==> config.mk <==
export PLATFORM = sky130hd
export DESIGN_NAME = sqc_lane
export DESIGN_NICKNAME = d
export VERILOG_FILES = /design/src/hw/rtl/sqc_pkg.sv /design/src/hw/rtl/sqc_lane.sv
export SDC_FILE = /design/constraint.sdc
export NUM_CORES = 2
export LEC_CHECK = 0
export BUFFER_PORTS_ARGS = -buffer_cell sky130_fd_sc_hd__buf_2
export CORE_ASPECT_RATIO = 0.8
export CORE_MARGIN = 2
export CORE_UTILIZATION = 40
export CTS_CLUSTER_SIZE = 16
export DETAILED_ROUTE_END_ITERATION = 10
export GPL_TIMING_DRIVEN = 0
export SETUP_SLACK_MARGIN = 0.15
export SYNTH_ARGS = -nofsm -noshare
export SYNTH_HDL_FRONTEND = slang
export SYNTH_SLANG_ARGS = --single-unit
==> constraint.sdc <==
create_clock -name clk -period 15.8 [get_ports clk]
set_clock_uncertainty 0.05 [all_clocks]
set_input_delay 2.37 -clock clk [delete_from_list [all_inputs] [get_ports clk]]
set_output_delay 2.37 -clock clk [all_outputs]
set_load 0.01 [all_outputs]
==> src/hw/rtl/sqc_pkg.sv <==
// Shared widths, constants and types for the stress invariant pipeline.
package sqc_pkg;
  localparam int DataW   = 32;            // component word width
  localparam int DevW    = DataW + 1;     // exact deviatoric width
  localparam int SumW    = DataW + 2;     // trace width
  localparam int SqW     = 2 * DevW;      // lane square width
  localparam int AccW    = SqW + 1;       // double-dot sum width
  localparam int SqInW   = AccW + 1;      // radicand width, 1.5x scaled
  localparam int RootW   = DataW - 1;     // result root width
  localparam int RadW    = 2 * RootW;     // radicand bits kept below saturation
  localparam int RemW    = RootW + 4;     // root remainder width
  localparam int NumLane = 6;
  localparam int MulSplit = 17;           // reciprocal split point
  localparam int DivShift = 35;           // reciprocal scale 2^35
  localparam logic [33:0] Div3Mul = 34'h2_AAAA_AAAB;   // ceil(2^35 / 3)

  // Payload that rides alongside the root pipelines
  typedef struct packed {
    logic [DataW-1:0] mean;
    logic [DataW-1:0] dev_xx;
    logic [DataW-1:0] dev_yy;
    logic [DataW-1:0] dev_zz;
  } pay_t;
endpackage

==> src/hw/rtl/sqc_lane.sv <==
// One squaring lane: registered square of a signed component's magnitude.
module sqc_lane (
  input  logic                    clk,
  input  logic [sqc_pkg::DevW-1:0] in_val,
  output logic [sqc_pkg::SqW-1:0]  out_sq
);
  import sqc_pkg::*;

  logic [DevW-1:0] mag;
  logic [SqW-1:0]  sq_r;

  // Take magnitude, square it
  assign mag = in_val[DevW-1] ? DevW'(-in_val) : in_val;

  always_ff @(posedge clk) begin
    sq_r <= mag * mag;
  end

  assign out_sq = sq_r;
endmodule

==> impl_metrics.py <==
metrics = {
    "final_layout": {
        "antenna_cells": 0,
        "instances_no_fill": 4670,
        "synthToLayoutAreaGrowth_pct": 7.30,
        "fillCellCount": 7856,
        "final_nets": 4790,
        "drive_gt1_share_pct": 4.68,
        "largest_reg_flops": 65,
    },
    "sta": {
        "finalWorstSetupSlack_ps": 481,
        "fin_crit_ps": 15320,
        "setup_violations": 0,
        "fin_crit_sh_pct": 97.0,
        "worstMarginPinSlew_ps": 1420,
        "hold-worst-slack_ps": 2230,
        "grt_setup_unrepaired": "false",
        "finalHoldViolCount": 0,
        "timing.slew.headroom_pct": 5.08,
        "fmax_mhz": 65.3,
        "maxSlewViolCount": 0,
        "finalSetupTns_ps": 0,
    },
    "yosys": {
        "synth-seq-cells": 65,
        "synth_cells": 3492,
        "synth_area_leader_cell": "fa_1",
        "synth_edf_count": 0,
        "synth.most_common_cell": "inv_1",
        "netlist.area_leader.share_pct": 53.8,
        "ys_seq_area_share_pct": 4.05,
        "synthArstFlopShare_pct": 0,
        "synthFlopType": "dfxtp_1",
        "synth_commonest_cells": "1113 x inv_1, 862 x fa_1, 335 x nand2_1",
        "synthDistinctLibCells": 71,
        "synth_area_um2": 32100,
        "ys_top_cells_by_area": "fa_1 54%, inv_1 13%, ha_1 10%",
        "syn_avg_cell_area_um2": 9.19,
        "yosysWarnings": 0,
    },
    "global_routing": {
        "grt_pass1_vias": 24905,
        "antenna_found_initial": 8,
        "grt_pass1_wl_um": 160000,
        "grt_use_total_pct": 26.8,
        "grt_max_degree": 13,
        "overflow": 0,
    },
    "setup_path": {
        "cp_common_cell": "fa_1",
        "critPathMaxStageDelay_ps": 870,
        "critPathLaunchType": "primary input",
        "critPathArrivalTime_ps": 15540,
        "cp_slowest_cell": "clkinv_1",
        "cp-end-kind": "flop",
        "path_max_fanout": 11,
        "critPathKind": "in -> reg",
        "cp_data_required_time_ps": 16020,
    },
    "route": {
        "wl_met1_um": 44600,
        "wl_per_cell_um": 23.0,
        "top_layer_used": "met5",
        "viasPerCell": 5.12,
        "num_vias": 23897,
        "drc": 0,
        "wl_um": 107000,
        "wl_met3_um": 13600,
        "drt_iter0_markers": 2188,
        "ant_nets": 0,
        "drt-pass1-iter-count": 5,
        "wl_met2_um": 44700,
    },
    "status": {
        "status": "finished, final reports clean",
    },
    "min_path": {
        "hold_depth": 2,
        "hp-start": "in_val[1]",
        "holdPathEnd": "out_sq[2]$_DFF_P_",
        "hold_path_class": "in -> reg",
    },
    "die": {
        "die_area_um2": 82500,
        "coreArea_um2": 79100,
        "ioPinCount": 100,
        "die_w_um": 321,
        "initial_utilization_pct": 40.6,
        "rows": 92,
        "fp.dieH_um": 257,
    },
    "cts": {
        "cts_buffer_depth": 2,
        "ctsHoldBuffers": 0,
        "clock-sinks": 65,
        "h-tree-depth": 3,
        "cts_tree": "done",
        "cts_root_buf": "clkbuf_16",
        "cts_made_buffers": 9,
        "clk_pin_slew_ps": 60,
    },
    "placement": {
        "post-place-ws_ps": 196,
        "dp.cells": 4653,
        "gp_congestion": 1.03,
        "place_hpwl_um": 91100,
        "port_buffers": 98,
    },
    "run": {
        "max_cap_violations": 0,
    },
}
-- placed cells by master (no fill, tap or decap), types with 11 or more instances in the layout --
master / synthesis / final
nor2_1: 270 / 270
nand2_1: 335 / 335
inv_1: 1113 / 1113
dfxtp_1: 65 / 65
xor2_1: 43 / 39
a21oi_1: 74 / 74
o21ai_0: 54 / 54
clkbuf_1: 89 / 89
nor3_1: 12 / 12
ha_1: 263 / 263
fa_1: 862 / 862
conb_1: 2 / 26
nand4_1: 11 / 11
and3_1: 18 / 18
o21a_1: 11 / 11
buf_2: 7 / 105
nand3_1: 12 / 12
xnor2_1: 57 / 52
a21o_1: 36 / 36
-- stage by stage --
| stage | instance area [um2] | utilization, % |
|---|---|---|
| 6_report | 34400 | 43.6 |
| 5_1_grt | 34400 | 43.6 |
| 4_1_cts | 34400 | 43.5 |
| 3_5_place_dp | 34100 | 43.1 |
| 2_1_floorplan | 32200 | - |
| 3_3_place_gp | 34000 | 43.0 |
-- how the worst max path moves through the flow --
stage / startpoint / to / slack [ps] / cells after the start
detailed placement: in_val[0] / out_sq[61]$_DFF_P_ / 200 / 33
finish: in_val[0] / out_sq[64]$_DFF_P_ / 480 / 34
floorplan: in_val[1] / out_sq[61]$_DFF_P_ / 3920 / 32
global placement: in_val[0] / out_sq[61]$_DFF_P_ / 120 / 33
CTS: in_val[0] / out_sq[61]$_DFF_P_ / 530 / 33
global route: in_val[0] / out_sq[57]$_DFF_P_ / 320 / 34
-- metal layers --
layer  vias up  global-route usage, %
met5         -                      0
met4        16                   8.45
met3       196                   8.28
met2      1224                   38.2
met1     12201                   38.7
li1      10260                      -
-- logic make-up (layout without fill, tap and decap cells) --
family / after synthesis / count (layout) / synth area share [%]
adders and majority gates: 1125 / 1125 / 64.0
and+or+nand+nor: 702 / 702 / 9.09
buffers and inverters: 1234 / 1354 / 14.5
other: 2 / 26 / 0.0234
xor gates and xnor gates: 105 / 105 / 3.02
AOI/OAI and AO/OA: 257 / 257 / 5.21
DFF: 65 / 65 / 4.05
muxes: 2 / 2 / 0.0663
-- cell type report --
cell class | instances | area (um2) | share of cell area (%)
clock inverter | 6 | 90.1 | 0.262
inverter | 1127 | 4230 | 12.3
multi-input combinational | 2217 | 26300 | 76.3
timing repair buffer | 104 | 562 | 1.63
buffer | 107 | 437 | 1.27
clock buffer | 10 | 239 | 0.694
tap | 1034 | 1290 | 3.76
sequential | 65 | 1300 | 3.78
-- repair_timing --
action,in CTS,in global routing
endpoints found under the setup margin,0,7
setup buffers,0,0
resized for setup,0,1
hold endpoints to repair,0,0
-- worst max-delay path, delay by kind of cell --
kind | cells | cell delay [ps]
buf+inv | 9 | 3290
compound gates | 4 | 1380
xor+xnor | 2 | 930
simple gates | 9 | 2830
fa+ha+maj | 10 | 4680
Power is not shown: default switching activity piles up to over one toggle a cycle in this logic, so the estimate is an artifact.
