<file path="config.mk">
export PLATFORM = sky130hd
export DESIGN_NAME = sqc_isqrt
export DESIGN_NICKNAME = d
export VERILOG_FILES = /design/src/hw/rtl/sqc_pkg.sv /design/src/hw/rtl/sqc_isqrt.sv
export SDC_FILE = /design/constraint.sdc
export NUM_CORES = 2
export LEC_CHECK = 0
export ABC_CLOCK_PERIOD_IN_PS = 3000
export BUFFER_PORTS_ARGS = -buffer_cell sky130_fd_sc_hd__buf_4
export CORE_AREA = 2 2 446 360
export CTS_CLUSTER_DIAMETER = 120
export DETAILED_ROUTE_END_ITERATION = 7
export DIE_AREA = 0 0 448 362
export PLACE_DENSITY = 0.74
export SKIP_LAST_GASP = 1
export SLEW_MARGIN = 0
export SYNTH_ARGS = -nofsm -noshare
export SYNTH_HDL_FRONTEND = slang
export SYNTH_SLANG_ARGS = --single-unit
</file>
<file path="constraint.sdc">
create_clock -name clk -period 3 [get_ports clk]
set_input_delay 0.45 -clock clk [delete_from_list [all_inputs] [get_ports clk]]
set_output_delay 0.45 -clock clk [all_outputs]
set_load 0.01 [all_outputs]
</file>
<file path="src/hw/rtl/sqc_pkg.sv">
// Shared widths, constants and types for the stress invariant pipeline.
package sqc_pkg;
  localparam int DataW   = 32;            // component word width
  localparam int DevW    = DataW + 1;     // exact deviatoric width
  localparam int SumW    = DataW + 2;     // trace width
  localparam int SqW     = 2 * DevW;      // lane square width
  localparam int AccW    = SqW + 1;       // double-dot sum width
  localparam int SqInW   = AccW + 1;      // radicand width, 1.5x scaled
  localparam int RootW   = DataW - 1;     // result root width
  localparam int RadW    = 2 * RootW;     // radicand bits kept below saturation
  localparam int RemW    = RootW + 4;     // root remainder width
  localparam int NumLane = 6;
  localparam int MulSplit = 17;           // reciprocal split point
  localparam int DivShift = 35;           // reciprocal scale 2^35
  localparam logic [33:0] Div3Mul = 34'h2_AAAA_AAAB;   // ceil(2^35 / 3)

  // Payload that rides alongside the root pipelines
  typedef struct packed {
    logic [DataW-1:0] mean;
    logic [DataW-1:0] dev_xx;
    logic [DataW-1:0] dev_yy;
    logic [DataW-1:0] dev_zz;
  } pay_t;
endpackage

</file>
<file path="src/hw/rtl/sqc_isqrt.sv">
// Pipelined floor square root, one result bit per stage, with saturation flag.
module sqc_isqrt (
  input  logic                       clk,
  input  logic [sqc_pkg::SqInW-1:0]  in_x,
  output logic [sqc_pkg::RootW-1:0]  out_root,
  output logic                       out_sat
);
  import sqc_pkg::*;

  logic [RemW-1:0]  rem_r  [0:RootW-1];
  logic [RootW-1:0] root_r [0:RootW-1];
  logic [RadW-1:0]  xs_r   [0:RootW-1];
  logic             sat_r  [0:RootW-1];

  logic [RemW-1:0]  rem_p  [0:RootW-1];
  logic [RootW-1:0] root_p [0:RootW-1];
  logic [RadW-1:0]  xs_p   [0:RootW-1];
  logic             sat_p  [0:RootW-1];

  // Feed first stage from input, later stages from the previous one
  assign rem_p[0]  = '0;
  assign root_p[0] = '0;
  assign xs_p[0]   = in_x[RadW-1:0];
  assign sat_p[0]  = |in_x[SqInW-1:RadW];

  genvar k;
  generate
    for (k = 1; k < RootW; k++) begin : g_link
      assign rem_p[k]  = rem_r[k-1];
      assign root_p[k] = root_r[k-1];
      assign xs_p[k]   = xs_r[k-1];
      assign sat_p[k]  = sat_r[k-1];
    end

    for (k = 0; k < RootW; k++) begin : g_stage
      logic [RemW-1:0] rem_sh;
      logic [RemW-1:0] trial;
      logic            take;

      // Bring down two bits, try subtracting 4*root+1
      assign rem_sh = {rem_p[k][RemW-3:0], xs_p[k][RadW-1 -: 2]};
      assign trial  = RemW'({root_p[k], 2'b01});
      assign take   = rem_sh >= trial;

      always_ff @(posedge clk) begin
        rem_r[k]  <= take ? rem_sh - trial : rem_sh;
        root_r[k] <= {root_p[k][RootW-2:0], take};
        xs_r[k]   <= {xs_p[k][RadW-3:0], 2'b00};
        sat_r[k]  <= sat_p[k];
      end
    end
  endgenerate

  assign out_root = root_r[RootW-1];
  assign out_sat  = sat_r[RootW-1];
endmodule

</file>
==> flow_summary.json <==
{
  "outcome": "complete, but fails checks",
  "failing_checks": "negative setup slack",
  "postSynth.asyncResetShare_pct": 0,
  "design.portCount": 101,
  "gate_count_after_technology_mapping": 8695,
  "critPathArrivalTime_ns": 3.85,
  "nNetsFinal": 10064,
  "number_of_global_route_vias_before_repair": 61977,
  "cts.clk_slew.worst_paths_ns": 0.07,
  "synth_mux_area_share_pct": 1.00,
  "dieWidth_um": 448,
  "grt_antenna_before_repair": 4,
  "post_synth_num_cell_types": 90,
  "route.detailed.wl_per_inst_um": 17.3,
  "critPathBufInv": 1,
  "initial_detailed_routing_violation_count": 4732,
  "die-area_sq_mm": 0.162,
  "share_of_final_layout_standard_cells_stronger_than_drive_strength_1_pct": 16.5,
  "power_per_cell_area_mw_per_mm2": 802,
  "syn2layout_area_growth_pct": 21.1,
  "routed.top_layer": "met4",
  "cell_type_contributing_the_most_total_cell_area_after_synthesis": "sky130_fd_sc_hd__dfxtp_1",
  "fillers": 11911,
  "setup_repair_after_global_routing_missed_its_margin": "true",
  "post_synth.cell_area_avg_sq_um": 10.1,
  "grt.overflow.total": 0,
  "worst-path-max-fanout": 6,
  "detailedPlacementHpwl_mm": 145,
  "timing.critical_path.max_delay_family": "simple AND/OR/NAND/NOR gates",
  "drt.antenna.violating_nets": 0,
  "synth_xor_xnor_area_share_pct": 7.43,
  "slew_headroom_pct": 41.3,
  "rr_endpoint": "rem_r[0][240]",
  "via_per_inst": 5.39,
  "crit-reg2reg-launch": "rem_r[0][198]",
  "vdd.ir_drop.worst_uv": 742,
  "data_required_time_at_the_worst_endpoint_ns": 3.71,
  "critical_path.cell_chain": "or4_4 > or3_4 > or4_4 > nor2_4 > nand4_1 > a2111oi_4 > bufinv_8 > nand3_4 > nor4_1 > xor2_1",
  "synth-edff-count": 0,
  "drt_drc_violations_left": 0,
  "r2r_setup_slack_ns": -0.14,
  "die_y_um": 362,
  "syn_nets": 9292,
  "routabilityCongestion": 0.937,
  "timing.final.crit_period_ns": 3.14,
  "min-delay-start": "in_x[58]",
  "vias": 63487,
  "static-leakage-power_nw": 49.6,
  "dr_wl_met2_mm": 97.4,
  "synth_compound_gate_area_share_pct": 12.7,
  "grt_start_max_net_pins": 47,
  "synth_top_family_by_area": "simple AND/OR/NAND/NOR gates",
  "share_of_the_clock_period_used_by_the_worst_path_after_layout_pct": 105,
  "synth_top_cells_by_area": "sky130_fd_sc_hd__dfxtp_1 (55%), sky130_fd_sc_hd__ha_1 (7.5%), sky130_fd_sc_hd__xor2_1 (4.2%)",
  "wl_mm": 204,
  "cts_inserted_buffers": 214,
  "critPathLaunch": "rem_r[0][198]",
  "hold-path-endpoint": "xs_r[0][58]",
  "timing.critical_path.slowest_cell_delay_ns": 0.52,
  "layout_setup_ws_ns": -0.142,
  "grt_pass1_wl_mm": 318,
  "gr-usage-all-layers_pct": 23.9,
  "cts_tree": "done",
  "critPathMostFrequentCell": "sky130_fd_sc_hd__or4_4",
  "met1_length_mm": 90.4,
  "fmax_ghz": 0.318,
  "synth.cell_area_sq_mm": 0.0878,
  "place_ws_ns": -0.194,
  "crit_slowest_cell": "sky130_fd_sc_hd__or4_4",
  "finalHoldViolations": 0,
  "drt-pass1-iter-count": 6,
  "clock_sinks": 2398,
  "hold_path_class": "input port to register",
  "io_buffer_count": 100,
  "finClkSkew_ns": 0.0673,
  "cts-root-buf": "sky130_fd_sc_hd__clkbuf_16",
  "ys_seq_elements": 2398,
  "dominantRegCellSynth": "sky130_fd_sc_hd__dfxtp_1",
  "initial_utilization_pct": 55.6,
  "r2r.worst_path.cells": 10,
  "placementRows": 131,
  "startpoint_to_endpoint_class_of_the_critical_path": "register to register",
  "clock_tree.buffer_depth": 3,
  "synth_top_cell_area_share_pct": 54.7,
  "report.power.total_mw": 85.3,
  "critical_path.endpoint_type": "register",
  "clkLatencyLatePin_ns": 0.86,
  "synth_warnings": 0,
  "post_synth_and_or_nand_nor_area_fraction_pct": 12.9,
  "transition_time_at_the_pin_with_the_least_slew_margin_ns": 0.873,
  "yosysSeqAreaShare_pct": 54.7,
  "met3_wirelength_mm": 10.0,
  "slew_violations": 0,
  "cap_violations": 0,
  "coreArea_sq_mm": 0.158,
  "h-tree-depth": 4,
  "setup_violations": 32,
  "post_synth_fa_ha_maj_area_fraction_pct": 7.52,
  "worstHoldPathCells": 2,
  "critPathLaunchType": "register"
}
[placed cells by master (no fill, tap or decap), types with 31 or more instances in the layout]
master                          synthesis  final
sky130_fd_sc_hd__dfxtp_1             2398   2357
sky130_fd_sc_hd__inv_1                681    674
sky130_fd_sc_hd__nand2_1              645    631
sky130_fd_sc_hd__buf_4                  0    618
sky130_fd_sc_hd__nor2_1               517    498
sky130_fd_sc_hd__ha_1                 528    479
sky130_fd_sc_hd__a21oi_1              487    457
sky130_fd_sc_hd__o21ai_0              493    435
sky130_fd_sc_hd__xor2_1               418    418
sky130_fd_sc_hd__xnor2_1              327    322
sky130_fd_sc_hd__a21o_1               233    233
sky130_fd_sc_hd__clkbuf_16              0    220
sky130_fd_sc_hd__nor3_1               207    176
sky130_fd_sc_hd__nand3_1              128    113
sky130_fd_sc_hd__o21a_1               108    107
sky130_fd_sc_hd__nand2b_1             106    105
sky130_fd_sc_hd__or3_1                105     93
sky130_fd_sc_hd__nor2b_1               91     87
sky130_fd_sc_hd__nand4_1               82     82
sky130_fd_sc_hd__nor4_1               116     72
sky130_fd_sc_hd__dlygate4sd3_1          0     66
sky130_fd_sc_hd__o31ai_1               65     56
sky130_fd_sc_hd__o21ai_1               18     55
sky130_fd_sc_hd__mux2_2                56     55
sky130_fd_sc_hd__and3_1                49     46
sky130_fd_sc_hd__or4_1                 64     44
sky130_fd_sc_hd__o21bai_1              41     41
sky130_fd_sc_hd__dfxtp_2                0     39
sky130_fd_sc_hd__a31oi_1               47     38
sky130_fd_sc_hd__clkinv_2               0     37
sky130_fd_sc_hd__ha_4                   0     36
sky130_fd_sc_hd__clkinvlp_4             0     33
sky130_fd_sc_hd__clkbuf_8               0     31
[worst reg2reg max path, stage by stage, from the launching register on]
cell,delay [ns]
sky130_fd_sc_hd__dfxtp_2,0.32
sky130_fd_sc_hd__or4_4,0.52
sky130_fd_sc_hd__or3_4,0.35
sky130_fd_sc_hd__or4_4,0.45
sky130_fd_sc_hd__nor2_4,0.10
sky130_fd_sc_hd__nand4_1,0.18
sky130_fd_sc_hd__a2111oi_4,0.41
sky130_fd_sc_hd__bufinv_8,0.27
sky130_fd_sc_hd__nand3_4,0.15
sky130_fd_sc_hd__nor4_1,0.10
sky130_fd_sc_hd__xor2_1,0.15
[worst max-delay path by stage]
stage	endpoint	cells after the start
after detailed placement	rem_r[1][422]	14
after global placement	rem_r[1][422]	14
after floorplan	rem_r[0][202]	12
after CTS	rem_r[1][242]	12
final	rem_r[0][240]	10
after global routing	rem_r[0][240]	10
[per-layer routing]
metal	vias up	track usage [%]
met5	-	0
met4	0	7.39
met3	404	3.47
met2	1701	40.5
met1	30034	31.6
li1	31348	-
[cell families after synthesis]
kind of cell | Yosys count
simple gates | 2287
buf+inv | 867
compound gates | 1789
other cells | 1
fa+ha+maj | 528
xor+xnor | 745
flops | 2398
mux | 80
[synth_stat cells (24+ instances only)]
cell	n
sky130_fd_sc_hd__a21o_1	233
sky130_fd_sc_hd__nand4_1	82
sky130_fd_sc_hd__o31ai_1	65
sky130_fd_sc_hd__nand2_1	645
sky130_fd_sc_hd__ha_1	528
sky130_fd_sc_hd__mux2_2	56
sky130_fd_sc_hd__a31oi_1	47
sky130_fd_sc_hd__o21a_1	108
sky130_fd_sc_hd__and3_1	49
sky130_fd_sc_hd__dfxtp_1	2398
sky130_fd_sc_hd__nor2b_1	91
sky130_fd_sc_hd__nor3_1	207
sky130_fd_sc_hd__inv_1	681
sky130_fd_sc_hd__clkbuf_1	159
sky130_fd_sc_hd__a21oi_1	487
sky130_fd_sc_hd__and2_1	30
sky130_fd_sc_hd__a21boi_0	24
sky130_fd_sc_hd__nand3_1	128
sky130_fd_sc_hd__a211oi_1	54
sky130_fd_sc_hd__nor4_1	116
sky130_fd_sc_hd__or4_1	64
sky130_fd_sc_hd__o21ai_0	493
sky130_fd_sc_hd__nor2_1	517
sky130_fd_sc_hd__nand2b_1	106
sky130_fd_sc_hd__xor2_1	418
sky130_fd_sc_hd__or3_1	105
sky130_fd_sc_hd__or2_2	31
sky130_fd_sc_hd__xnor2_1	327
sky130_fd_sc_hd__o21bai_1	41
[registers in the layout, indices dropped and copies added (netlist names)]
register	flops
rem_r	941
xs_r	930
root_r	496
sat_r	31
[repair_timing]
item,4_1_cts,5_1_grt
setup endpoints to repair,265,623
buffers inserted,18,54
pin swaps,17,134
hold endpoints to repair,64,0
cloned,5,8
gates resized for setup,106,489
hold buffers,66,0
[stage by stage]
step                setup TNS, ns  area, sq um  hold WS (ns)  cells  util, %
floorplan                  -0.210        87900         0.310   8695        -
global route                -9.80       106000         0.202  11782     67.3
finish                      -2.45       106000         0.231  11783     67.3
detailed placement         -11.69        94500         0.312  11232     59.8
global placement            -6.18        94500         0.310  11232     59.8
CTS                        -0.313       104000         0.179  11723     65.5
[report_power, final]
group / total (mW) / internal [mW] / switching [mW]
Clock: 28.9 / 16.3 / 12.6
Sequential: 41.1 / 37.0 / 4.18
Combinational: 15.2 / 7.18 / 8.05
Total: 85.3 / 60.4 / 24.8
[layout make-up]
cell class | instances | area (sq um) | area share [%]
Antenna cell | 2 | 5.00 | 0.00471
Clock buffer | 265 | 5860 | 5.51
Clock inverter | 137 | 1800 | 1.70
Inverter | 687 | 2610 | 2.45
Multi-Input combinational cell | 5431 | 39200 | 36.9
Sequential cell | 2398 | 48100 | 45.2
Tap cell | 2128 | 2660 | 2.50
Timing Repair Buffer | 735 | 6120 | 5.75
No activity file was read; power rests on OpenSTA's default activity.
