File: config.mk
export PLATFORM = sky130hd
export DESIGN_NAME = sqc_mean
export DESIGN_NICKNAME = d
export VERILOG_FILES = /design/src/hw/rtl/sqc_pkg.sv /design/src/hw/rtl/sqc_mean.sv
export SDC_FILE = /design/constraint.sdc
export NUM_CORES = 1
export LEC_CHECK = 0
export ABC_AREA = 0
export BUFFER_PORTS_ARGS = -buffer_cell sky130_fd_sc_hd__buf_4
export CORE_MARGIN = 2
export CORE_UTILIZATION = 59
export CTS_CLUSTER_SIZE = 10
export DETAILED_ROUTE_END_ITERATION = 16
export PLACE_DENSITY = 0.77
export SETUP_SLACK_MARGIN = 0.2
export SLEW_MARGIN = 20
export SYNTH_ARGS = -nofsm -noshare
export SYNTH_HDL_FRONTEND = slang
export SYNTH_SLANG_ARGS = --single-unit
File: constraint.sdc
create_clock -name clk -period 12.6 [get_ports clk]
set_input_delay 0 -clock clk [delete_from_list [all_inputs] [get_ports clk]]
set_output_delay 0 -clock clk [all_outputs]
set_load 0.05 [all_outputs]
File: src/hw/rtl/sqc_pkg.sv
// Shared widths, constants and types for the stress invariant pipeline.
package sqc_pkg;
  localparam int DataW   = 32;            // component word width
  localparam int DevW    = DataW + 1;     // exact deviatoric width
  localparam int SumW    = DataW + 2;     // trace width
  localparam int SqW     = 2 * DevW;      // lane square width
  localparam int AccW    = SqW + 1;       // double-dot sum width
  localparam int SqInW   = AccW + 1;      // radicand width, 1.5x scaled
  localparam int RootW   = DataW - 1;     // result root width
  localparam int RadW    = 2 * RootW;     // radicand bits kept below saturation
  localparam int RemW    = RootW + 4;     // root remainder width
  localparam int NumLane = 6;
  localparam int MulSplit = 17;           // reciprocal split point
  localparam int DivShift = 35;           // reciprocal scale 2^35
  localparam logic [33:0] Div3Mul = 34'h2_AAAA_AAAB;   // ceil(2^35 / 3)

  // Payload that rides alongside the root pipelines
  typedef struct packed {
    logic [DataW-1:0] mean;
    logic [DataW-1:0] dev_xx;
    logic [DataW-1:0] dev_yy;
    logic [DataW-1:0] dev_zz;
  } pay_t;
endpackage

File: src/hw/rtl/sqc_mean.sv
// Mean stress: trace over three toward zero, three pipeline stages.
module sqc_mean (
  input  logic                      clk,
  input  logic [sqc_pkg::DataW-1:0] in_xx,
  input  logic [sqc_pkg::DataW-1:0] in_yy,
  input  logic [sqc_pkg::DataW-1:0] in_zz,
  output logic [sqc_pkg::DataW-1:0] out_mean
);
  import sqc_pkg::*;

  logic signed [SumW-1:0]          trace;
  logic [SumW-1:0]                 mag_r;
  logic                            neg_r, neg2_r;
  logic [SumW+MulSplit-1:0]        plo_r, phi_r;
  logic [SumW+2*MulSplit-1:0]      prod;
  logic [DataW-1:0]                quo;
  logic [DataW-1:0]                mean_r;

  // Sum the normals and take magnitude
  assign trace = SumW'($signed(in_xx)) + SumW'($signed(in_yy)) + SumW'($signed(in_zz));

  always_ff @(posedge clk) begin
    mag_r <= trace[SumW-1] ? SumW'(-trace) : SumW'(trace);
    neg_r <= trace[SumW-1];
  end

  // Multiply by reciprocal of three in two partial products
  always_ff @(posedge clk) begin
    plo_r  <= mag_r * Div3Mul[MulSplit-1:0];
    phi_r  <= mag_r * Div3Mul[2*MulSplit-1:MulSplit];
    neg2_r <= neg_r;
  end

  // Combine partials, restore sign
  assign prod = (SumW+2*MulSplit)'(plo_r) + {phi_r, {MulSplit{1'b0}}};
  assign quo  = prod[DivShift+DataW-1:DivShift];

  always_ff @(posedge clk) begin
    mean_r <= neg2_r ? DataW'(-quo) : quo;
  end

  assign out_mean = mean_r;
endmodule

==> metrics.txt, run 1 <==
post_cts resized=0; largest net degree at the start of global routing=34; CP endpoint kind=flop; TNS Setup=0 ns; Mean Syn Cell Area=8.998 µm²; Avg WL per Cell=18.16 µm; EDFF count, synth=0; status=finished clean; Final Max Slew Viols=0; die height=200.6 µm; Hold Buf Count CTS=2; vias per cell=5.561; Overall Global Routing Usage=0.2947; Req. time, crit path=13.00 ns; max_cap viols=0; diode count=0; Post-DRT Antenna Nets=0; dpl cells=3148; DRC=0; H-Tree Depth=4; Congestion Overflow GR=0; Final Skew=0.01855 ns; global-route wire length before repair=93.41 mm; initial antenna violation count=1; clock edge transition at the registers on the reported setup and hold paths=0.08 ns; RSZ-0062 raised after global routing=false; Max Freq=143.9 MHz; Iteration-0 DRC Markers=1021; CTS tree=done; adder-cell share of the synthesized area=0.4534; Finished Layout Cells=3182; synth-to-layout area growth=9.394%; via count=17694; worst r2r src=mag_r[6]; Clock Path Buffers=2; worst-path fanout max=10; reg2reg end=phi_r[49]; First-pass DRT Iterations=5; Cells after Synth=2534; Worst Hold Path Cells=5; mux share of post-synthesis cell area=0.0004390; gpl congestion=0.9962; # IOs=129; Simple-Gate Fraction of Synth Area=0.09965; FP Rows=72; Final Critical Period=6.949 ns; Setup WS pre-CTS=5.731 ns; ys flop type=dfxtp_1; path type of the worst min-delay path=input pin to flop; Setup crit start kind=flop; Setup Fix Bufs, Post-CTS=0; fin crit share=0.5515; total die area=0.04024 mm²; HP Start=in_yy[0]; Final #Nets=3390; Die Width=200.6 µm; WHS Endpoint=mag_r[3]; Post-Synthesis Cell Area=0.02280 mm²; layout cells sized above 1=0.07020; initial core utilization=0.5942; CTS Buf Count=17; IO buf count=128; final hold violations=0; largest family of logic cells by synthesized area=adder cells; fillers=3201; CTS Sinks=151; syn nets=3273; hpwl dp=50.49 mm; Compound-Gate Fraction of Synth Area=0.1399; Placeable Area=0.03838 mm²; type of the worst setup path=flop to flop; XOR/XNOR share of the synthesized area=0.07644; clk_lat worst skew=0.48 ns; Yosys cell types=78; final worst slack=5.651 ns; sequential area share after synthesis=0.1326; critical path data arrival time=7.35 ns; Setup violations, final=0; Rel. slew slack=0.4293; YS warnings=0; ys async rst share=0; number of synthesized register bits=151; final WL=57.79 mm; worst reg-to-reg path cell count=23; Root Buffer=clkbuf_16; vias in the first global route=17963; Worst-Margin Slew=0.8450 ns; flop-to-flop setup slack=5.65 ns
-- cell type report --
type,count,area (µm²),share of cell area
clock buffer,17,425.4,0.01705
clock inverter,15,193.9,0.007775
inverter,557,2091,0.08382
multi-input combinational,1791,17560,0.7040
sequential,151,3023,0.1212
tap,518,648.1,0.02598
timing repair buffer,133,1003,0.04023
-- cells in the mapped netlist (7+ instances only) --
cell	count	area, µm²
a211oi_1	13	97.59
a21boi_0	7	52.55
a21o_1	64	480.5
a21oi_1	158	790.8
a31oi_1	16	100.1
and2_1	17	106.4
and3_1	13	81.33
clkbuf_1	29	108.9
dfxtp_1	151	3023
fa_1	307	6146
ha_1	335	4192
inv_1	557	2091
nand2_1	115	431.7
nand2b_1	15	93.84
nand3_1	39	195.2
nand3b_1	7	52.55
nand4_1	26	162.7
nor2_1	98	367.9
nor2b_1	14	87.58
nor3_1	43	215.2
nor3b_1	7	52.55
nor4_1	7	43.79
o211ai_1	12	90.09
o21a_1	23	172.7
o21ai_0	96	480.5
o21bai_1	27	202.7
o31a_1	7	61.31
o31ai_1	11	82.58
o41ai_1	8	70.07
or2_2	8	50.05
or3_1	17	106.4
xnor2_1	115	1007
xor2_1	84	735.7
-- worst max-delay path, cell delays in order, from the launching register on --
cell and delay, ns:
dfxtp_1 0.62, ha_1 0.39, xor2_1 0.31, ha_1 0.29, inv_1 0.07, fa_1 0.44
fa_1 0.58, inv_1 0.08, fa_1 0.48, inv_1 0.06, fa_1 0.53, inv_1 0.04
ha_1 0.36, a21o_1 0.18, a21o_1 0.17, a21oi_1 0.14, o21a_1 0.15, o21a_1 0.13
a21oi_1 0.09, o31a_1 0.32, o41ai_1 0.70, o21ai_0 0.32, a21boi_0 0.27, xnor2_1 0.15
-- flip-flops by register name, summed over array words and instances, names as in the netlist --
signal    cells
mag_r        34
neg2_r        1
neg_r         1
out_mean     32
phi_r        50
plo_r        33
-- placed cells by master, fill, tap and decap left out, types with 8 or more instances in the layout --
master / Yosys / layout
a211oi_1: 13 / 13
a21o_1: 64 / 64
a21oi_1: 158 / 158
a31oi_1: 16 / 15
and2_1: 17 / 17
and3_1: 13 / 13
buf_4: 0 / 131
clkbuf_16: 0 / 17
dfxtp_1: 151 / 151
fa_1: 307 / 307
ha_1: 335 / 335
inv_1: 557 / 557
nand2_1: 115 / 115
nand2b_1: 15 / 15
nand3_1: 39 / 39
nand4_1: 26 / 26
nor2_1: 98 / 98
nor2b_1: 14 / 14
nor3_1: 43 / 43
o211ai_1: 12 / 12
o21a_1: 23 / 23
o21ai_0: 96 / 96
o21bai_1: 27 / 27
o31ai_1: 11 / 11
o41ai_1: 8 / 8
or2_2: 8 / 8
or3_1: 17 / 17
xnor2_1: 115 / 115
xor2_1: 84 / 84
-- worst max-delay path by stage --
| stage | end | startpoint | cells after the start | slack [ns] |
|---|---|---|---|---|
| final | phi_r[49] | mag_r[6] | 23 | 5.65 |
| after global routing | plo_r[48] | mag_r[8] | 22 | 5.29 |
| after CTS | phi_r[49] | mag_r[6] | 23 | 5.72 |
| after detailed placement | phi_r[49] | mag_r[6] | 23 | 5.73 |
| after global placement | plo_r[48] | mag_r[8] | 22 | 5.75 |
| after floorplan | plo_r[48] | mag_r[12] | 21 | 6.59 |
-- metrics by stage --
| stage | hold slack, ns | utilization | instance area (µm²) |
|---|---|---|---|
| floorplan | 0.2070 | - | 22800 |
| global placement | 0.3889 | 0.6333 | 24300 |
| detailed placement | 0.3912 | 0.6333 | 24300 |
| CTS | 0.1807 | 0.6500 | 24940 |
| global route | 0.2405 | 0.6500 | 24940 |
| finish | 0.1937 | 0.6500 | 24940 |
-- cells by family after synthesis --
| logic type | Yosys count |
|---|---|
| XOR/XNOR | 199 |
| AO/OA/AOI/OAI | 499 |
| buffers and inverters | 592 |
| flip-flops | 151 |
| adder cells (fa/ha/maj) | 642 |
| AND/OR/NAND/NOR | 450 |
| multiplexers | 1 |
-- routing by layer --
| layer | GRT usage | share of wire | vias up |
|---|---|---|---|
| li1 | - | - | 8542 |
| met1 | 0.4021 | 0.45 | 8514 |
| met2 | 0.4897 | 0.46 | 570 |
| met3 | 0.04789 | 0.066 | 68 |
| met4 | 0.07725 | 0.022 | 0 |
| met5 | 0 | 0 | - |
Power of run 1 is not shown: default switching activity piles up to over one toggle a cycle in this logic, so the estimate is an artifact.
==> run 2: changes to the inputs <==
- clock period: 12.6 -> 7.2 ns (I/O delays scaled with it)
==> run 2 against run 1 <==
Clock skew fell by 0.0036 ns. Clock-buffer cell count is the same. Fmax up 4.2%. Flip-flop and latch count stayed put. Die area stayed put. First-iteration DRC count rose by 7.9%. Sequential share of layout area about the same. Cell area increased by 0.24%. Global-route usage is 0.17 points lower.
==> metrics.txt, run 2 (same netlist as run 1, synthesis figures left out) <==
Worst Hold Path Cells=5 (unchanged); critical path data arrival time=7.06 ns (was 7.35 ns); initial antenna violation count=1 (unchanged); reg2reg end=phi_r[49] (unchanged); global-route wire length before repair=93.61 mm (was 93.41 mm); CTS Sinks=151 (unchanged); Final Critical Period=6.666 ns (was 6.949 ns); WHS Endpoint=mag_r[3] (unchanged); IO buf count=128 (unchanged); Iteration-0 DRC Markers=1102 (was 1021); largest net degree at the start of global routing=34 (unchanged); Final Skew=0.01496 ns (was 0.01855 ns); diode count=0 (unchanged); Largest register FFs=50 (unchanged); die height=200.6 µm (unchanged); clk_lat worst skew=0.46 ns (was 0.48 ns); Max Freq=150.0 MHz (was 143.9 MHz); Placeable Area=0.03838 mm² (unchanged); H-Tree Depth=4 (unchanged); worst-path fanout max=9 (was 10); status=finished clean (unchanged); fin crit share=0.9258 (was 0.5515); final worst slack=0.5342 ns (was 5.651 ns); worst r2r src=mag_r[7] (was mag_r[6]); layout cells sized above 1=0.07419 (was 0.07020); via count=17657 (was 17694); Rel. slew slack=0.3581 (was 0.4293); Final #Nets=3395 (was 3390); initial core utilization=0.5942 (unchanged); flop-to-flop setup slack=0.53 ns (was 5.65 ns); Post-DRT Antenna Nets=0 (unchanged); RSZ-0062 raised after global routing=true (was false); gpl congestion=0.9491 (was 0.9962); vias in the first global route=18136 (was 17963); final hold violations=0 (unchanged); most flop-heavy register=phi_r (unchanged); Final Max Slew Viols=0 (unchanged); total die area=0.04024 mm² (unchanged); hpwl dp=49.43 mm (was 50.49 mm); most frequent cells in the layout=inv_1 (557), ha_1 (335), fa_1 (307), a21oi_1 (158), dfxtp_1 (147) (was inv_1 (557), ha_1 (335), fa_1 (307), a21oi_1 (158), dfxtp_1 (151)); final WL=57.39 mm (was 57.79 mm); Avg WL per Cell=18.01 µm (was 18.16 µm); FP Rows=72 (unchanged); Setup violations, final=0 (unchanged); max_cap viols=0 (unchanged); Congestion Overflow GR=0 (unchanged); Req. time, crit path=7.59 ns (was 13.00 ns); Die Width=200.6 µm (unchanged); CTS Buf Count=17 (unchanged); Regs by FF count=phi_r: 50 flops, mag_r: 34 flops, plo_r: 33 flops (unchanged); type of the worst setup path=flop to flop (unchanged); DRC=0 (unchanged); HP Start=in_yy[0] (unchanged); CTS tree=done (unchanged); commonest non-fill, non-tap cell in the layout=inv_1 (unchanged); Clock Path Buffers=2 (unchanged); Root Buffer=clkbuf_16 (unchanged); First-pass DRT Iterations=7 (was 5); Finished Layout Cells=3187 (was 3182); path type of the worst min-delay path=input pin to flop (unchanged); Setup crit start kind=flop (unchanged); Overall Global Routing Usage=0.2929 (was 0.2947); TNS Setup=0 ns (unchanged); clock edge transition at the registers on the reported setup and hold paths=0.08 ns (about the same); dpl cells=3153 (was 3148); Setup WS pre-CTS=0.3579 ns (was 5.731 ns); Worst-Margin Slew=0.9507 ns (was 0.8450 ns); synth-to-layout area growth=9.658% (was 9.394%); worst reg-to-reg path cell count=23 (unchanged); vias per cell=5.540 (was 5.561); CP endpoint kind=flop (unchanged); # IOs=129 (unchanged)
## run 2: final cells by class
type	instances	area, µm²
Multi-Input combinational cell	1791	17570
Fill cell	3196	13370
Sequential cell	151	3028
Inverter	557	2091
Timing Repair Buffer	138	1041
Tap cell	518	648.1
Clock buffer	17	425.4
Clock inverter	15	198.9
## run 2: worst max-delay path by stage
stage / from / endpoint / slack [ns] / cells past startpoint
floorplan: mag_r[12] / plo_r[48] / 1.19 / 21
global placement: mag_r[5] / phi_r[49] / 0.46 / 24
detailed placement: mag_r[5] / phi_r[49] / 0.36 / 24
CTS: mag_r[5] / phi_r[49] / 0.33 / 24
global route: mag_r[1] / phi_r[46] / 0.14 / 23
finish: mag_r[7] / phi_r[49] / 0.53 / 23
## run 2: critical path, stage by stage, from the launching register on
cell and delay, ns:
dfxtp_1 0.67, ha_1 0.43, xor2_1 0.31, ha_1 0.29, inv_1 0.07, fa_1 0.44, fa_1 0.62, inv_1 0.09
fa_1 0.49, inv_1 0.05, fa_1 0.53, inv_1 0.04, ha_1 0.37, a21o_1 0.19, a21oi_1 0.15, o21a_1 0.15
o21a_1 0.13, a21oi_1 0.08, o31a_1 0.33, o41ai_1 0.38, buf_4 0.21, o21ai_0 0.14, a21boi_0 0.27, xnor2_1 0.15
## run 2: metal layers
metal  routed length (µm)  GRT usage  share of wire  up-vias
met5                    0          0              0        -
met4                 1140    0.07407          0.020        0
met3                 2950    0.03231          0.051       64
met2                26890     0.4965           0.47      536
met1                26420     0.4026           0.46     8521
li1                     -          -              -     8536
## run 2: per-stage QoR
step	instance area, µm²	hold WS, ns	util
after floorplan	22800	0.2070	-
after global placement	24340	0.3974	0.6343
after detailed placement	24340	0.3989	0.6343
after CTS	24990	0.1813	0.6511
after global routing	25000	0.2166	0.6515
final	25000	0.1817	0.6515
## run 2: what timing repair did
item,4_1_cts,5_1_grt
hold endpoints to repair,1,0
setup buffers,0,0
endpoints found under the setup margin,0,10
gates resized for setup,0,6
hold buffers,2,0
Power of run 2 is left out for the same reason.
==> run 3: changes to the inputs <==
==> constraint.sdc (replaced) <==
create_clock -name clk -period 7.2 [get_ports clk]
set_input_delay 1.44 -clock clk [delete_from_list [all_inputs] [get_ports clk]]
set_output_delay 1.44 -clock clk [all_outputs]
set_load 0.05 [all_outputs]
==> run 3 against run 2 <==
First-iteration DRC count down 14%. Flip-flop and latch count unchanged. Critical path depth grew 1.
==> metrics.txt, run 3 (same netlist as run 1, synthesis figures left out) <==
status=finished clean (unchanged); global-route wire length before repair=93.72 mm (was 93.61 mm); Final Critical Period=6.665 ns (was 6.666 ns); most flop-heavy register=phi_r (unchanged); CTS Buf Count=17 (unchanged); IO buf count=128 (unchanged); layout cells sized above 1=0.07424 (was 0.07419); worst r2r src=mag_r[3] (was mag_r[7]); CP max stage cell=fa_1 (was dfxtp_1); Clock Path Buffers=2 (unchanged); Setup Fix Bufs, Post-CTS=0 (unchanged); Final Skew=0.01302 ns (was 0.01496 ns); Setup violations, final=0 (unchanged); most used cell, CP=fa_1; clock edge transition at the registers on the reported setup and hold paths=0.08 ns (about the same); Die Width=200.6 µm (unchanged); synth-to-layout area growth=9.537% (was 9.658%); CP endpoint kind=flop (unchanged); Final #Nets=3393 (was 3395); commonest non-fill, non-tap cell in the layout=inv_1 (unchanged); CTS tree=done (unchanged); hpwl dp=49.36 mm (was 49.43 mm); flop-to-flop setup slack=0.53 ns (about the same); type of the worst setup path=flop to flop (unchanged); M2 GR Usage=0.5001 (was 0.4965); H-Tree Depth=4 (unchanged); Worst-Margin Slew=0.8149 ns (was 0.9507 ns); # IOs=129 (unchanged); CTS Sinks=151 (unchanged); most frequent cells in the layout=inv_1 (557), ha_1 (335), fa_1 (307), a21oi_1 (158), dfxtp_1 (147) (unchanged); Regs by FF count=phi_r: 50 flops, mag_r: 34 flops, plo_r: 33 flops (unchanged); WHS Endpoint=neg2_r (was mag_r[3]); CP peak stage delay=0.59 ns (was 0.67 ns); met1 Resource Use GR=0.3998 (was 0.4026); reg2reg end=phi_r[49] (unchanged); Largest register FFs=50 (unchanged); gpl congestion=0.9524 (was 0.9491); Iteration-0 DRC Markers=951 (was 1102); clk_lat worst skew=0.46 ns (about the same); Avg WL per Cell=17.74 µm (was 18.01 µm); max_cap viols=0 (unchanged); via count=17668 (was 17657); FP Rows=72 (unchanged); final WL=56.52 mm (was 57.39 mm); Final Max Slew Viols=0 (unchanged); fin crit share=0.9257 (was 0.9258); vias per cell=5.547 (was 5.540); Req. time, crit path=7.59 ns (about the same); Rel. slew slack=0.4493 (was 0.3581); Congestion Overflow GR=0 (unchanged); TNS Setup=0 ns (unchanged); global routing met3 resource utilization=0.04042 (was 0.03231); DRC=0 (unchanged); Post-DRT Antenna Nets=0 (unchanged); die height=200.6 µm (unchanged); First-pass DRT Iterations=5 (was 7); Setup crit start kind=flop (unchanged); Placeable Area=0.03838 mm² (unchanged); crit-path cells=ha_1 -> xor2_1 -> ha_1 -> a21oi_1 -> fa_1 -> fa_1 -> inv_1 -> fa_1 -> inv_1 -> fa_1 -> inv_1 -> ha_1 -> a21o_1 -> a21o_1 -> a21oi_1 -> o21a_1 -> o21a_1 -> a21oi_1 -> o31a_1 -> o41ai_1 -> buf_4 -> o21ai_0 -> a21boi_0 -> xnor2_1 (was ha_1 -> xor2_1 -> ha_1 -> inv_1 -> fa_1 -> fa_1 -> inv_1 -> fa_1 -> inv_1 -> fa_1 -> inv_1 -> ha_1 -> a21o_1 -> a21oi_1 -> o21a_1 -> o21a_1 -> a21oi_1 -> o31a_1 -> o41ai_1 -> buf_4 -> o21ai_0 -> a21boi_0 -> xnor2_1); vias in the first global route=18151 (was 18136); gr busiest metal=met2 (unchanged); worst reg-to-reg path cell count=24 (was 23); critical path data arrival time=7.06 ns (about the same); diode count=0 (unchanged); worst-path fanout max=6 (was 9); initial antenna violation count=2 (was 1); path type of the worst min-delay path=flop to flop (was input pin to flop); Overall Global Routing Usage=0.2930 (was 0.2929); Root Buffer=clkbuf_16 (unchanged); final hold violations=0 (unchanged); HP Start=neg_r (was in_yy[0]); largest net degree at the start of global routing=34 (unchanged); Max Freq=150.0 MHz (about the same); RSZ-0062 raised after global routing=true (unchanged); initial core utilization=0.5942 (unchanged); Worst Hold Path Cells=0 (was 5); total die area=0.04024 mm² (unchanged)
==> run 3: changes by cell type in the layout (fill, tap and decap cells not counted) <==
cell,change
clkinv_8,-2
dlygate4sd3_1,-2
inv_12,+1
inv_6,+1
==> run 3: critical path: cells and delay by family (launching register included) <==
family,cells,cell delay (ns)
buffers and inverters,4,0.38
adder cells (fa/ha/maj),7,3.12
AO/OA/AOI/OAI,11,2.11
XOR/XNOR,2,0.41
flip-flops,1,0.57
==> run 3: how the worst max path moves through the flow <==
stage	from	end	slack [ns]	cells after the start
2_1_floorplan	mag_r[12]	plo_r[48]	1.19	21
3_3_place_gp	mag_r[5]	phi_r[49]	0.46	24
3_5_place_dp	mag_r[5]	phi_r[49]	0.37	24
4_1_cts	mag_r[5]	phi_r[49]	0.34	24
5_1_grt	mag_r[3]	phi_r[49]	0.16	24
6_report	mag_r[3]	phi_r[49]	0.53	24
==> run 3: timing repair <==
item | 4_1_cts | 5_1_grt
endpoints found under the hold margin | 0 | 0
hold buffers | 0 | 0
gates resized for setup | 0 | 6
setup endpoints to repair | 0 | 11
==> run 3: through the flow <==
| step | hold slack, ns | setup WS [ns] | util | instance area [µm²] | instances |
|---|---|---|---|---|---|
| floorplan | 0.3096 | 1.189 | - | 22800 | 2534 |
| global placement | 0.3979 | 0.4586 | 0.6343 | 24340 | 3153 |
| detailed placement | 0.3842 | 0.3692 | 0.6343 | 24340 | 3153 |
| CTS | 0.4011 | 0.3437 | 0.6504 | 24960 | 3185 |
| global route | 0.4155 | 0.1580 | 0.6508 | 24980 | 3185 |
| finish | 0.4043 | 0.5350 | 0.6508 | 24980 | 3185 |
==> run 3: routing by layer <==
layer	wire (µm)	vias to the layer above
met5	0	-
met4	949	0
met3	2926	65
met2	26820	500
met1	25820	8566
li1	-	8537
==> run 3: cell type report <==
type	count	area, µm²
multi-input combinational	1791	17570
fill	3248	13400
sequential	151	3028
inverter	557	2091
timing repair buffer	136	1021
tap	518	648.1
clock buffer	17	425.4
clock inverter	15	191.4
Power of run 3 is left out for the same reason.
